### src/sv/heater_pid_regulator_top_assert.svh
// Assertion macros for the heater PID regulator.
`ifndef HEATER_PID_REGULATOR_TOP_ASSERT_SVH
`define HEATER_PID_REGULATOR_TOP_ASSERT_SVH

// Same-cycle implication, sampled on clk, off during reset.
`define HPR_ASSERT_IMP(lbl, ante, cons, msg) \
	lbl: assert property (@(posedge clk) disable iff (!arst_n) (ante) |-> (cons)) \
		else $error(msg);

// Next-cycle implication, sampled on clk, off during reset.
`define HPR_ASSERT_NXT(lbl, ante, cons, msg) \
	lbl: assert property (@(posedge clk) disable iff (!arst_n) (ante) |=> (cons)) \
		else $error(msg);

`endif

### src/sv/htr_pid_pkg.sv
// Types, constants and control program for the heater PID regulator.
package htr_pid_pkg;

	localparam int ACC_W  = 28;
	localparam int PROD_W = 34;
	localparam int DVD_W  = 20;
	localparam int DIV_BITS = 4;
	localparam int DIV_ITER = DVD_W / DIV_BITS;

	localparam int INT_WINDOW = 30;
	localparam int LOG_B1 = 81;
	localparam int LOG_B2 = 9;
	localparam int LOG_B3 = 3;

	localparam logic [10:0] MIN_TEMP_RST = 11'h700;
	localparam logic [10:0] MAX_TEMP_RST = 11'h3FF;

	localparam logic [2:0] REG_TARGET = 3'd0;
	localparam logic [2:0] REG_KP     = 3'd1;
	localparam logic [2:0] REG_KI     = 3'd2;
	localparam logic [2:0] REG_KD     = 3'd3;
	localparam logic [2:0] REG_FF     = 3'd4;
	localparam logic [2:0] REG_ILIM   = 3'd5;
	localparam logic [2:0] REG_MIN    = 3'd6;
	localparam logic [2:0] REG_MAX    = 3'd7;

	localparam logic [3:0] STEP_IDLE     = 4'd0;
	localparam logic [3:0] STEP_CHK      = 4'd1;
	localparam logic [3:0] STEP_MUL_P    = 4'd2;
	localparam logic [3:0] STEP_ADD_P    = 4'd3;
	localparam logic [3:0] STEP_INT      = 4'd4;
	localparam logic [3:0] STEP_MUL_I    = 4'd5;
	localparam logic [3:0] STEP_ADD_I    = 4'd6;
	localparam logic [3:0] STEP_MUL_D    = 4'd7;
	localparam logic [3:0] STEP_DIV_INIT = 4'd8;
	localparam logic [3:0] STEP_DIV      = 4'd9;
	localparam logic [3:0] STEP_ADD_D    = 4'd10;
	localparam logic [3:0] STEP_OUT      = 4'd11;
	localparam logic [3:0] STEP_END      = 4'd12;

	typedef enum logic [3:0] {
		OP_IDLE,
		OP_CHK,
		OP_MUL_KP,
		OP_MUL_KI,
		OP_MUL_KD,
		OP_ADD_PROD,
		OP_INT,
		OP_DIV_INIT,
		OP_DIV_STEP,
		OP_ADD_QUOT,
		OP_OUT,
		OP_NOP
	} uop_t;

	typedef enum logic [2:0] {
		COND_NONE,
		COND_NO_INPUT,
		COND_ERR_GE30,
		COND_DIV_MORE,
		COND_OUT_BUSY,
		COND_ALWAYS
	} ucond_t;

	typedef struct packed {
		uop_t       op;
		ucond_t     cond;
		logic [3:0] target;
	} uword_t;

	function automatic uword_t ucode_rom(input logic [3:0] step);
		uword_t w;
		case (step)
			STEP_IDLE:     w = '{OP_IDLE,     COND_NO_INPUT, STEP_IDLE};
			STEP_CHK:      w = '{OP_CHK,      COND_NONE,     STEP_IDLE};
			STEP_MUL_P:    w = '{OP_MUL_KP,   COND_NONE,     STEP_IDLE};
			STEP_ADD_P:    w = '{OP_ADD_PROD, COND_NONE,     STEP_IDLE};
			STEP_INT:      w = '{OP_INT,      COND_ERR_GE30, STEP_MUL_D};
			STEP_MUL_I:    w = '{OP_MUL_KI,   COND_NONE,     STEP_IDLE};
			STEP_ADD_I:    w = '{OP_ADD_PROD, COND_NONE,     STEP_IDLE};
			STEP_MUL_D:    w = '{OP_MUL_KD,   COND_NONE,     STEP_IDLE};
			STEP_DIV_INIT: w = '{OP_DIV_INIT, COND_NONE,     STEP_IDLE};
			STEP_DIV:      w = '{OP_DIV_STEP, COND_DIV_MORE, STEP_DIV};
			STEP_ADD_D:    w = '{OP_ADD_QUOT, COND_NONE,     STEP_IDLE};
			STEP_OUT:      w = '{OP_OUT,      COND_OUT_BUSY, STEP_OUT};
			STEP_END:      w = '{OP_NOP,      COND_ALWAYS,   STEP_IDLE};
			default:       w = '{OP_NOP,      COND_ALWAYS,   STEP_IDLE};
		endcase
		return w;
	endfunction

	// Coarse base-3 log of |error|, plus one.
	function automatic logic [3:0] log_div(input logic [10:0] mag);
		logic [11:0] m;
		logic a, b, c;
		m = {1'b0, mag};
		a = m > 12'(LOG_B1);
		if (a) begin
			b = m >= 12'(LOG_B1 * (LOG_B2 + 1));
			if (b) begin
				c = m >= 12'(LOG_B1 * LOG_B2 * (LOG_B3 + 1));
			end else begin
				c = m >= 12'(LOG_B1 * (LOG_B3 + 1));
			end
		end else begin
			b = m > 12'(LOG_B2);
			if (b) begin
				c = m >= 12'(LOG_B2 * (LOG_B3 + 1));
			end else begin
				c = m > 12'(LOG_B3);
			end
		end
		return 4'd1 + {1'b0, a, 2'b00} + {2'b00, b, 1'b0} + {3'b000, c};
	endfunction

endpackage

### src/sv/heater_pid_regulator_top.sv
// Heater PID regulator with feedforward, microcoded sequencer.
//
//  channel   direction  handshake             payload
//  in        sink       in_valid / in_stall   temp_sample
//  out       source     out_valid / out_stall duty, drive, over_temp, under_temp
//  cfg       APB slave  psel/penable/pready   paddr, pwdata, prdata
//
// The integral term is skipped when the error is 30 or more; a new sample is taken only
// once the program is back in idle, not while one is still in work.
// One control word per step, with the D-term divider looping five times (4 quotient
// bits each). The 17x17 multiplier is shared by the P, I and D terms.
// Reset clears sequencer, cutoff latch and loop state, and presets the cfg registers.
// in_stall is high while a sample is in work; a held result blocks only STEP_OUT.
`include "heater_pid_regulator_top_assert.svh"

module heater_pid_regulator_top
	import htr_pid_pkg::*;
#(
	parameter int DUTY_MAX = 255
) (
	input  logic               clk,
	input  logic               arst_n,
	input  logic               in_valid,
	output logic               in_stall,
	input  logic signed [10:0] temp_sample,
	output logic               out_valid,
	input  logic               out_stall,
	output logic [7:0]         duty,
	output logic [7:0]         drive,
	output logic               over_temp,
	output logic               under_temp,
	input  logic               psel,
	input  logic               penable,
	input  logic               pwrite,
	input  logic [4:0]         paddr,
	input  logic [31:0]        pwdata,
	output logic [31:0]        prdata,
	output logic               pready
);

	localparam logic [7:0] DMAX = 8'(DUTY_MAX);
	localparam logic [2:0] DIV_LAST = 3'(DIV_ITER - 1);

	logic [9:0]         target_q;
	logic [15:0]        kp_q, ki_q, kd_q;
	logic [7:0]         ff_q;
	logic [14:0]        ilim_q;
	logic signed [10:0] min_q, max_q;

	logic signed [10:0] last_q;
	logic signed [15:0] isum_q;
	logic               cutoff_q;

	logic [3:0]         step_q, step_d;
	uword_t             uw;
	logic               jump;

	logic signed [10:0] t_q;
	logic signed [11:0] err_q, dlt_q;
	logic [3:0]         g_q;
	logic               over_q, under_q, tgt_nz_q;
	logic signed [ACC_W-1:0]  acc_q;
	logic signed [PROD_W-1:0] prod_q;
	logic [DVD_W-1:0]   dvd_q;
	logic [3:0]         rem_q;
	logic               neg_q;
	logic [2:0]         div_cnt_q;

	logic               out_valid_q, over_out_q, under_out_q;
	logic [7:0]         duty_q, drive_q;

	logic               cfg_wr;
	logic [2:0]         cfg_idx;

	logic               chk_over, chk_under, chk_cut;
	logic [9:0]         chk_tgt;
	logic [7:0]         chk_ff;
	logic signed [11:0] chk_err, chk_dlt;
	logic [10:0]        chk_mag;

	logic [15:0]        mul_gain;
	logic signed [16:0] mul_a, mul_b;
	logic signed [PROD_W-1:0] prod_d;
	logic signed [PROD_W-1:0] prod_adj, prod_sh;
	logic [PROD_W-1:0]  prod_abs;

	logic               err_ge30;
	logic signed [16:0] int_sum, int_lim, int_clamp;

	logic [3:0]         div_rem_d;
	logic [DVD_W-1:0]   div_quo_d;
	logic signed [ACC_W-1:0] quot_s;

	logic [7:0]         duty_d;
	logic               out_busy;

	// config port
	assign pready  = 1'b1;
	assign cfg_idx = paddr[4:2];
	assign cfg_wr  = psel & penable & pwrite;

	always_comb begin
		case (cfg_idx)
			REG_TARGET: prdata = {22'd0, target_q};
			REG_KP:     prdata = {16'd0, kp_q};
			REG_KI:     prdata = {16'd0, ki_q};
			REG_KD:     prdata = {16'd0, kd_q};
			REG_FF:     prdata = {24'd0, ff_q};
			REG_ILIM:   prdata = {17'd0, ilim_q};
			REG_MIN:    prdata = {21'd0, min_q};
			REG_MAX:    prdata = {21'd0, max_q};
			default:    prdata = 32'd0;
		endcase
	end

	always_ff @(posedge clk or negedge arst_n) begin
		if (!arst_n) begin
			target_q <= '0;
			kp_q     <= '0;
			ki_q     <= '0;
			kd_q     <= '0;
			ff_q     <= '0;
			ilim_q   <= '0;
			min_q    <= MIN_TEMP_RST;
			max_q    <= MAX_TEMP_RST;
		end else if (cfg_wr) begin
			case (cfg_idx)
				REG_TARGET: target_q <= pwdata[9:0];
				REG_KP:     kp_q     <= pwdata[15:0];
				REG_KI:     ki_q     <= pwdata[15:0];
				REG_KD:     kd_q     <= pwdata[15:0];
				REG_FF:     ff_q     <= pwdata[7:0];
				REG_ILIM:   ilim_q   <= pwdata[14:0];
				REG_MIN:    min_q    <= pwdata[10:0];
				REG_MAX:    max_q    <= pwdata[10:0];
				default:    ;
			endcase
		end
	end

	// sequencer
	assign uw       = ucode_rom(step_q);
	assign in_stall = (step_q != STEP_IDLE);
	assign out_busy = out_valid_q & out_stall;
	assign err_ge30 = err_q >= $signed(12'(INT_WINDOW));

	always_comb begin
		case (uw.cond)
			COND_NONE:     jump = 1'b0;
			COND_NO_INPUT: jump = !in_valid;
			COND_ERR_GE30: jump = err_ge30;
			COND_DIV_MORE: jump = (div_cnt_q != DIV_LAST);
			COND_OUT_BUSY: jump = out_busy;
			COND_ALWAYS:   jump = 1'b1;
			default:       jump = 1'b1;
		endcase
	end

	always_comb begin
		if (jump) begin
			step_d = uw.target;
		end else begin
			step_d = step_q + 4'd1;
		end
	end

	always_ff @(posedge clk or negedge arst_n) begin
		if (!arst_n) begin
			step_q <= STEP_IDLE;
		end else begin
			step_q <= step_d;
		end
	end

	// window check and error terms
	assign chk_over  = t_q >= max_q;
	assign chk_under = t_q <= min_q;
	assign chk_cut   = cutoff_q | chk_over | chk_under;
	assign chk_tgt   = chk_cut ? 10'd0 : target_q;
	assign chk_ff    = chk_cut ? 8'd0 : ((ff_q < DMAX) ? ff_q : DMAX);
	assign chk_err   = $signed({2'b00, chk_tgt}) - 12'(t_q);
	assign chk_dlt   = 12'(t_q) - 12'(last_q);
	assign chk_mag   = chk_err[11] ? 11'(-chk_err) : chk_err[10:0];

	// shared multiplier
	always_comb begin
		case (uw.op)
			OP_MUL_KP: begin
				mul_gain = kp_q;
				mul_b    = 17'(err_q);
			end
			OP_MUL_KI: begin
				mul_gain = ki_q;
				mul_b    = 17'(isum_q);
			end
			OP_MUL_KD: begin
				mul_gain = kd_q;
				mul_b    = 17'(dlt_q);
			end
			default: begin
				mul_gain = 16'd0;
				mul_b    = 17'sd0;
			end
		endcase
	end

	assign mul_a  = $signed({1'b0, mul_gain});
	assign prod_d = mul_a * mul_b;

	// product / 256 toward zero
	assign prod_adj = prod_q + $signed({{(PROD_W - 8){1'b0}}, {8{prod_q[PROD_W-1]}}});
	assign prod_sh  = prod_adj >>> 8;
	assign prod_abs = prod_q[PROD_W-1] ? PROD_W'(-prod_q) : PROD_W'(prod_q);

	// integral accumulate and clamp
	assign int_sum = 17'(isum_q) + 17'(err_q);
	assign int_lim = $signed({2'b00, ilim_q});
	always_comb begin
		if (int_sum > int_lim) begin
			int_clamp = int_lim;
		end else if (int_sum < -int_lim) begin
			int_clamp = -int_lim;
		end else begin
			int_clamp = int_sum;
		end
	end

	// restoring divide, several quotient bits per step
	always_comb begin
		div_rem_d = rem_q;
		div_quo_d = dvd_q;
		for (int i = 0; i < DIV_BITS; i++) begin
			div_rem_d = {div_rem_d[2:0], div_quo_d[DVD_W-1]};
			div_quo_d = {div_quo_d[DVD_W-2:0], 1'b0};
			if (div_rem_d >= g_q) begin
				div_rem_d    = div_rem_d - g_q;
				div_quo_d[0] = 1'b1;
			end
		end
	end

	assign quot_s = neg_q ? -$signed({{(ACC_W - DVD_W){1'b0}}, dvd_q})
	                      :  $signed({{(ACC_W - DVD_W){1'b0}}, dvd_q});

	always_comb begin
		if (acc_q < 0) begin
			duty_d = 8'd0;
		end else if (acc_q > $signed({{(ACC_W - 8){1'b0}}, DMAX})) begin
			duty_d = DMAX;
		end else begin
			duty_d = acc_q[7:0];
		end
	end

	// datapath payload
	always_ff @(posedge clk) begin
		case (uw.op)
			OP_IDLE: begin
				if (in_valid) begin
					t_q <= temp_sample;
				end
			end
			OP_CHK: begin
				err_q    <= chk_err;
				dlt_q    <= chk_dlt;
				g_q      <= log_div(chk_mag);
				over_q   <= chk_over;
				under_q  <= chk_under;
				tgt_nz_q <= (chk_tgt != 10'd0);
				acc_q    <= $signed({{(ACC_W - 8){1'b0}}, chk_ff});
			end
			OP_MUL_KP, OP_MUL_KI, OP_MUL_KD: begin
				prod_q <= prod_d;
			end
			OP_ADD_PROD: begin
				acc_q <= acc_q + ACC_W'(prod_sh);
			end
			OP_DIV_INIT: begin
				dvd_q <= prod_abs[DVD_W+7:8];
				neg_q <= prod_q[PROD_W-1];
				rem_q <= 4'd0;
			end
			OP_DIV_STEP: begin
				dvd_q <= div_quo_d;
				rem_q <= div_rem_d;
			end
			OP_ADD_QUOT: begin
				acc_q <= acc_q + quot_s;
			end
			OP_OUT: begin
				if (!out_busy) begin
					duty_q      <= duty_d;
					drive_q     <= tgt_nz_q ? duty_d : 8'd0;
					over_out_q  <= over_q;
					under_out_q <= under_q;
				end
			end
			default: ;
		endcase
	end

	// loop state and control
	always_ff @(posedge clk or negedge arst_n) begin
		if (!arst_n) begin
			last_q      <= '0;
			isum_q      <= '0;
			cutoff_q    <= 1'b0;
			div_cnt_q   <= '0;
			out_valid_q <= 1'b0;
		end else begin
			if (cfg_wr && cfg_idx == REG_TARGET) begin
				cutoff_q <= 1'b0;
			end else if (uw.op == OP_CHK) begin
				cutoff_q <= chk_cut;
			end
			if (uw.op == OP_CHK) begin
				last_q <= t_q;
			end
			if (uw.op == OP_INT && !err_ge30) begin
				isum_q <= 16'(int_clamp);
			end
			if (uw.op == OP_DIV_INIT) begin
				div_cnt_q <= '0;
			end else if (uw.op == OP_DIV_STEP) begin
				div_cnt_q <= div_cnt_q + 3'd1;
			end
			if (uw.op == OP_OUT && !out_busy) begin
				out_valid_q <= 1'b1;
			end else if (!out_stall) begin
				out_valid_q <= 1'b0;
			end
		end
	end

	assign out_valid  = out_valid_q;
	assign duty       = duty_q;
	assign drive      = drive_q;
	assign over_temp  = over_out_q;
	assign under_temp = under_out_q;

	`HPR_ASSERT_NXT(a_accept_starts_chk, in_valid && !in_stall, step_q == STEP_CHK, "transfer did not start the program")
	`HPR_ASSERT_IMP(a_duty_max, out_valid, duty <= DMAX, "duty above maximum")
	`HPR_ASSERT_IMP(a_drive_duty, out_valid, drive == duty || drive == 8'd0, "drive neither duty nor zero")
	`HPR_ASSERT_NXT(a_int_clamp, uw.op == OP_INT && !err_ge30, isum_q <= int_lim && isum_q >= -int_lim, "integral beyond limit")
	`HPR_ASSERT_NXT(a_div_rem, uw.op == OP_DIV_STEP, rem_q < g_q, "divider remainder not below divisor")

endmodule
### config.mk
export PLATFORM = sky130hd
export DESIGN_NAME = heater_pid_regulator_top
export DESIGN_NICKNAME = d
export VERILOG_FILES = /design/src/sv/htr_pid_pkg.sv /design/src/sv/heater_pid_regulator_top.sv
export VERILOG_INCLUDE_DIRS = /design/src /design/src/sv
export SDC_FILE = /design/constraint.sdc
export NUM_CORES = 1
export LEC_CHECK = 0
export BUFFER_PORTS_ARGS = -buffer_cell sky130_fd_sc_hd__buf_2
export CORE_ASPECT_RATIO = 0.75
export CORE_MARGIN = 2
export CORE_UTILIZATION = 40
export CTS_BUF_LIST = sky130_fd_sc_hd__clkbuf_8
export DETAILED_ROUTE_END_ITERATION = 16
export PLACE_DENSITY_LB_ADDON = 0.05
export SYNTH_ARGS = -nofsm -noshare
export SYNTH_HDL_FRONTEND = slang
export SYNTH_SLANG_ARGS = --single-unit
### constraint.sdc
create_clock -name clk -period 14.85 [get_ports clk]
set_input_delay 0.7425 -clock clk [delete_from_list [all_inputs] [get_ports clk]]
set_output_delay 0.7425 -clock clk [all_outputs]
set_load 0.1 [all_outputs]
==> impl_metrics.csv, run 1 <==
group,metric,value,unit
synth,synthDistinctLibCells,104,
pwr,netSwitchingPower,3.95,mW
place,place.gp.congestion,0.889,
clock_tree,cts_root_buffer,"clkbuf_8",
timing,hold_viol_final,0,
die,core_area,71900,sq um
grt,grt.overflow.total,0,
pwr,power_density,238,nW/um^2
worst_setup_path,reg2reg_slack,4740,ps
synth,yosys_most_used_dff,"edfxtp_1",
clock_tree,path_clk_slew,80,ps
worst_setup_path,crit_top_cell,"fa_1",
clock_tree,post_cts_resized,0,
finish,final_cells,4274,
synth,synth_area,29100,sq um
route,ant_nets,0,
route,drt_first_iter_violations,1705,
synth,synth_seq_area_share,27.1,%
synth,synthTopCellsByCount,"453 x inv_1, 364 x nand2_1, 340 x nor2_1",
timing,fin_crit_sh,68.1,%
job,maxCapViolations,0,
die,fp.dieW,315,microns
synth,synth-seq-cells,285,
worst_setup_path,worstReg2RegEnd,"prod_q[30]",
grt,antenna_found_initial,1,
timing,fin_crit,10110,ps
synth,yosys.area_share.simple,15.3,%
pwr,cellLeakagePower,14.5,nW
worst_setup_path,crit_type,"reg2reg",
worst_setup_path,cp-start-kind,"flip-flop",
clock_tree,cts_sinks,285,
pwr,ir_drop,101,uV
worst_setup_path,critPathSlowestCell,"o41ai_1",
die,floorplan.rows,85,
timing,fin_skew,47.0,ps
pwr,power.internal,3.53,mW
pwr,seqPwrFrac,21.5,%
finish,drive_gt1_share,9.92,%
synth,synth_mux_area_share,4.10,%
synth,synth_edf_count,146,
grt,grt_pass1_wl,142000,microns
outcome,status,"finished, final reports clean",
pwr,switching_share,52.8,%
synth,synth_top_family_by_area,"adder cells",
synth,yosysWarnings,0,
synth,synth_xor_area_share,4.90,%
route,routed_wirelength,91300,microns
route,wl_per_cell,21.4,microns
worst_setup_path,worst_r2r_path_depth,31,
route,num_vias,23444,
die,initial_core_util,40.4,%
clock_tree,clk-insertion-delay-late,690,ps
finish,nFillCells,7162,
die,ioPinCount,108,
timing,tightest_slew,1230,ps
worst_setup_path,cp.arrival,10480,ps
timing,fmax,98.9,MHz
clock_tree,numCtsBuffers,51,
synth,synthAdderAreaFrac,26.9,%
synth,syn_avg_cell_area,8.99,sq um
clock_tree,post_cts_buffers,0,
die,die_area,74900,sq um
finish,final_nets,3823,
timing,fin_setup_tns,0,ps
synth,synth_compound_area_share,13.6,%
worst_setup_path,r2r-start,"step_q[0]",
clock_tree,cts_tree,"yes",
die,die_h,237,microns
place,port_buffers,72,
route,dr.pass1.iters,7,
pwr,power,7.48,mW
worst_setup_path,required,15220,ps
clock_tree,cts_hold_buf,0,
clock_tree,clock_tree.buffer_depth,3,
synth,synth_area_leaders,"edfxtp_1 15%, fa_1 15%, ha_1 12%, dfrtp_1 11%, inv_1 5.8%",
synth,synth_top_cell_area_share,15.1,%
worst_setup_path,slowest_delay,710,ps
place,numPlacedInstances,4177,
worst_setup_path,end_kind,"flip-flop",
pwr,clkPwrFrac,11.0,%
finish,syn2layout_area_growth,8.32,%
worst_setup_path,crit_path_max_fanout,29,
clock_tree,htree_levels,2,
grt,grt_use_total,24.7,%
pwr,p_comb_share,67.5,%
synth,yosys.area.top_type,"edfxtp_1",
route,drc,0,
place,dp_hpwl,71800,microns
timing,setup_viol,0,
grt,grt_start_max_net_pins,75,
hold_path,hold_class,"in2async",
synth,netlist_instances,3236,
timing,finalMaxSlewViolations,0,
grt,grt_pass1_vias,23222,
timing,relSlewSlack,17.9,%
synth,async_reset_ff_share,48.8,%
timing,rsz0062_at_grt,"no",
synth,yosysMostFrequentCell,"inv_1",
route,via_per_inst,5.49,
-- critical path: cells and delay by family, from the launching register on --
kind            cells  cell delay, ps
buf+inv             7            1410
simple gates        7             820
fa+ha+maj           8            4020
flops               1             560
compound gates      9            2960
-- metrics by stage --
step	setup WS (ps)	hold slack [ps]	instance area, sq um	util, %
after global placement	5130	409	30400	42.3
after global routing	4200	118	31500	43.8
after CTS	4930	73.8	31500	43.8
after floorplan	6570	400	29100	-
after detailed placement	5040	407	30400	42.3
final	4740	94.2	31500	43.8
-- cell type report --
type	instances	area [sq um]	area share, %
antenna	1	2.50	0.00795
clock buffer	59	812	2.58
clock inverter	37	282	0.894
inverter	457	1720	5.46
multi-input combinational	2372	19000	60.3
sequential	285	7880	25.0
tap	957	1200	3.80
timing repair buffer	106	622	1.97
-- worst max-delay path by stage --
stage	from	endpoint	slack, ps	cells after the start
after floorplan	step_q[0]	prod_q[30]	6570	33
after global placement	step_q[0]	prod_q[30]	5130	31
after detailed placement	step_q[0]	prod_q[30]	5040	31
after CTS	step_q[0]	prod_q[30]	4930	31
after global routing	step_q[0]	prod_q[30]	4200	31
final	step_q[0]	prod_q[30]	4740	31
-- power groups by stage --
stage / logic [mW] / registers, mW / clock network, mW
2_1_floorplan: 3.71 / 1.47 / 0
3_3_place_gp: 4.93 / 1.61 / 0
3_5_place_dp: 5.01 / 1.61 / 0
4_1_cts: 5.06 / 1.60 / 0.848
5_1_grt: 5.69 / 1.64 / 0.877
6_report: 5.05 / 1.61 / 0.825
-- cell usage in the layout, fill, tap and decap left out, types with 41 or more instances in the layout --
cell type / n
edfxtp_1: 146
clkbuf_8: 59
nor3_1: 41
mux2_2: 74
xor2_1: 55
nand3_1: 49
nor2_1: 336
buf_2: 71
o21ai_0: 150
inv_1: 470
xnor2_1: 104
ha_1: 278
nand2_1: 364
a21oi_1: 126
dfrtp_1: 126
fa_1: 217
-- routing by layer --
layer | global-route usage [%] | wire, microns | part of all wire, % | up-vias
met2 | 35.4 | 37300 | 41 | 634
li1 | - | - | - | 10987
met5 | 0 | 0 | 0 | -
met3 | 3.86 | 5770 | 6.3 | 97
met1 | 38.9 | 46600 | 51 | 11726
met4 | 5.29 | 1700 | 1.9 | 0
-- kinds of logic (layout without fill, tap and decap cells) --
| family | count (synthesis) | count (layout) |
|---|---|---|
| AO/OA/AOI/OAI | 595 | 595 |
| multiplexers | 106 | 106 |
| other | 2 | 19 |
| XOR/XNOR | 161 | 161 |
| flip-flops | 285 | 285 |
| adder cells (fa/ha/maj) | 495 | 495 |
| AND/OR/NAND/NOR | 997 | 997 |
| buffers and inverters | 595 | 659 |
-- sequential cells by signal, summed over array words and instances (netlist names), 10 cells and up --
signal / flops
last_q: 11
dlt_q: 12
kp_q: 16
ki_q: 16
acc_q: 28
target_q: 10
err_q: 12
isum_q: 16
t_q: 11
ilim_q: 15
prod_q: 34
dvd_q: 20
min_q: 11
kd_q: 16
max_q: 11
(Power assumes the default switching activity.)
==> run 2, diff against run 1 <==
--- a/config.mk
+++ b/config.mk
@@ -6,6 +6,7 @@
 export SDC_FILE = /design/constraint.sdc
 export NUM_CORES = 1
 export LEC_CHECK = 0
+export ABC_AREA = 1
 export BUFFER_PORTS_ARGS = -buffer_cell sky130_fd_sc_hd__buf_2
 export CORE_ASPECT_RATIO = 0.75
 export CORE_MARGIN = 2
==> constraint.sdc (replaced) <==
create_clock -name clk -period 9.68 [get_ports clk]
set_input_delay 0.484 -clock clk [delete_from_list [all_inputs] [get_ports clk]]
set_output_delay 0.484 -clock clk [all_outputs]
set_load 0.1 [all_outputs]
==> impl_metrics.csv, run 2 <==
group,metric,value,unit
outcome,status,"finished, final reports clean",
finish,nFillCells,7723,
route,drc,0,
clock_tree,path_clk_slew,70,ps
grt,antenna_found_initial,5,
clock_tree,numCtsBuffers,50,
route,num_vias,25005,
clock_tree,cts_hold_buf,13,
die,fp.dieW,320,microns
grt,grt_pass1_vias,23724,
finish,drive_gt1_share,7.54,%
finish,syn2layout_area_growth,8.41,%
clock_tree,cts_tree,"yes",
worst_setup_path,crit_type,"reg2reg",
worst_setup_path,cp_top_family,"adder cells",
die,die_h,241,microns
die,die_area,77400,sq um
synth,synth_seq_area_share,26.2,%
synth,synth-seq-cells,285,
synth,synth_compound_area_share,12.6,%
worst_setup_path,critPathSlowestCell,"a221oi_2",
timing,fin_setup_tns,0,ps
finish,final_core_util,43.6,%
synth,syn_avg_cell_area,7.77,sq um
worst_setup_path,path_buf_inv,10,
place,port_buffers,72,
timing,setup_ws,989,ps
finish,multi_input_area,18600,sq um
synth,async_reset_ff_share,48.8,%
place,dp_hpwl,74800,microns
synth,synth_xor_area_share,3.00,%
synth,synthDistinctLibCells,66,
worst_setup_path,required,10110,ps
timing,setup_viol,0,
grt,grt_start_max_net_pins,74,
die,initial_core_util,40.2,%
route,via_per_inst,5.03,
synth,netlist_instances,3867,
worst_setup_path,end_kind,"flip-flop",
clock_tree,cts_root_buffer,"clkbuf_8",
route,ant_nets,0,
timing,hold_viol_final,0,
finish,mostFrequentLayoutCell,"nand2_1",
clock_tree,cts_sinks,285,
finish,top_regs,"prod_q: 34 flops, acc_q: 28 flops, dvd_q: 20 flops",
clock_tree,post_cts_buffers,0,
place,numPlacedInstances,4862,
worst_setup_path,cp.arrival,9120,ps
synth,yosysWarnings,0,
timing,fmax,115,MHz
finish,final_cell_mix,"921 x nand2_1, 803 x inv_1, 278 x ha_1, 257 x o21ai_0, 218 x a21oi_1",
clock_tree,clock_tree.buffer_depth,3,
timing,fin_crit_sh,89.8,%
synth,synth_top_cell_area_share,14.6,%
die,core_area,74800,sq um
synth,synth_edf_count,146,
finish,ff_latch_area,7880,sq um
route,wl_per_cell,18.8,microns
die,ioPinCount,108,
worst_setup_path,slowest_delay,660,ps
synth,synthAdderAreaFrac,26.0,%
route,routed_wirelength,93700,microns
route,dr.pass1.iters,7,
synth,yosys.area_share.simple,19.8,%
finish,final_cells,4972,
clock_tree,htree_levels,2,
worst_setup_path,crit_top_cell,"inv_1",
timing,fin_crit,8690,ps
timing,tightest_slew,1100,ps
synth,synth_mux_area_share,0,%
timing,fin_skew,50.5,ps
grt,grt.overflow.total,0,
clock_tree,clk-insertion-delay-late,690,ps
finish,largest_reg_flops,34,
clock_tree,post_cts_resized,0,
place,place.gp.congestion,0.933,
grt,grt_pass1_wl,144000,microns
synth,synth_area_leaders,"edfxtp_1 15%, fa_1 14%, ha_1 12%, nand2_1 12%, dfrtp_1 10%",
timing,rsz0062_at_grt,"no",
synth,synth_top_family_by_area,"adder cells",
finish,final_nets,4498,
finish,top_register,"prod_q",
synth,synthTopCellsByCount,"921 x nand2_1, 784 x inv_1, 278 x ha_1",
hold_path,hold_class,"in2reg",
worst_setup_path,cp-start-kind,"flip-flop",
job,maxCapViolations,0,
synth,yosysMostFrequentCell,"nand2_1",
grt,grt_use_total,24.4,%
synth,synth_area,30100,sq um
timing,relSlewSlack,26.5,%
die,floorplan.rows,87,
place,place_ws,960,ps
route,drt_first_iter_violations,2052,
synth,yosys.area.top_type,"edfxtp_1",
synth,yosys_most_used_dff,"edfxtp_1",
timing,finalMaxSlewViolations,0,
worst_setup_path,crit_path_max_fanout,19,
[run 2: logic make-up (layout without fill, tap and decap cells)]
family                     Yosys count  after routing
and+or+nand+nor                   1416           1416
AOI/OAI and AO/OA                  642            642
buffers and inverters              924           1031
DFF                                285            285
other                                2             21
xor gates and xnor gates           103            103
adders and majority gates          495            495
[run 2: metal layers]
layer	global-route usage, %	vias to the layer above	part of all wire (%)	routed length [microns]
met5	0	-	0	0
met4	6.19	0	2.3	2180
met3	5.07	97	7.4	6970
met2	32.5	742	37	35100
met1	39.2	11684	53	49400
li1	-	12482	-	-
[run 2: cell type report]
cell class | count | area share, %
Sequential cell | 285 | 24.2
Timing Repair Buffer | 126 | 2.47
Clock buffer | 61 | 2.58
Clock inverter | 33 | 0.595
Multi-Input combinational cell | 2674 | 57.0
Antenna cell | 3 | 0.0230
Tap cell | 979 | 3.76
Inverter | 811 | 9.37
[run 2: final timing paths]
kind / startpoint / to / slack (ps) / cells after the start
worst min-delay path: pwdata[13] / ilim_q[13] / 90 / 3
worst min register to register: over_q / over_temp / 420 / 0
max in group asynchronous: arst_n / kp_q[9] / 7770 / 3
worst max register to register: step_q[0] / prod_q[26] / 990 / 29
min in group asynchronous: arst_n / last_q[7] / 420 / 2
worst max-delay path: step_q[0] / prod_q[26] / 990 / 29
[run 2: through the flow]
stage	hold slack, ps	area (sq um)
floorplan	188	30100
global placement	404	31400
detailed placement	406	31400
CTS	42.9	32600
global route	46.8	32600
finish	86.1	32600
[run 2: tightest hold or removal path, stage by stage]
cell,delay (ps)
buf_2,130
nand2_1,60
o21ai_0,60
Power of run 2 is left out: the tool's default activity adds up to more than one toggle a clock period on the data nets, which glitch-free logic cannot reach.
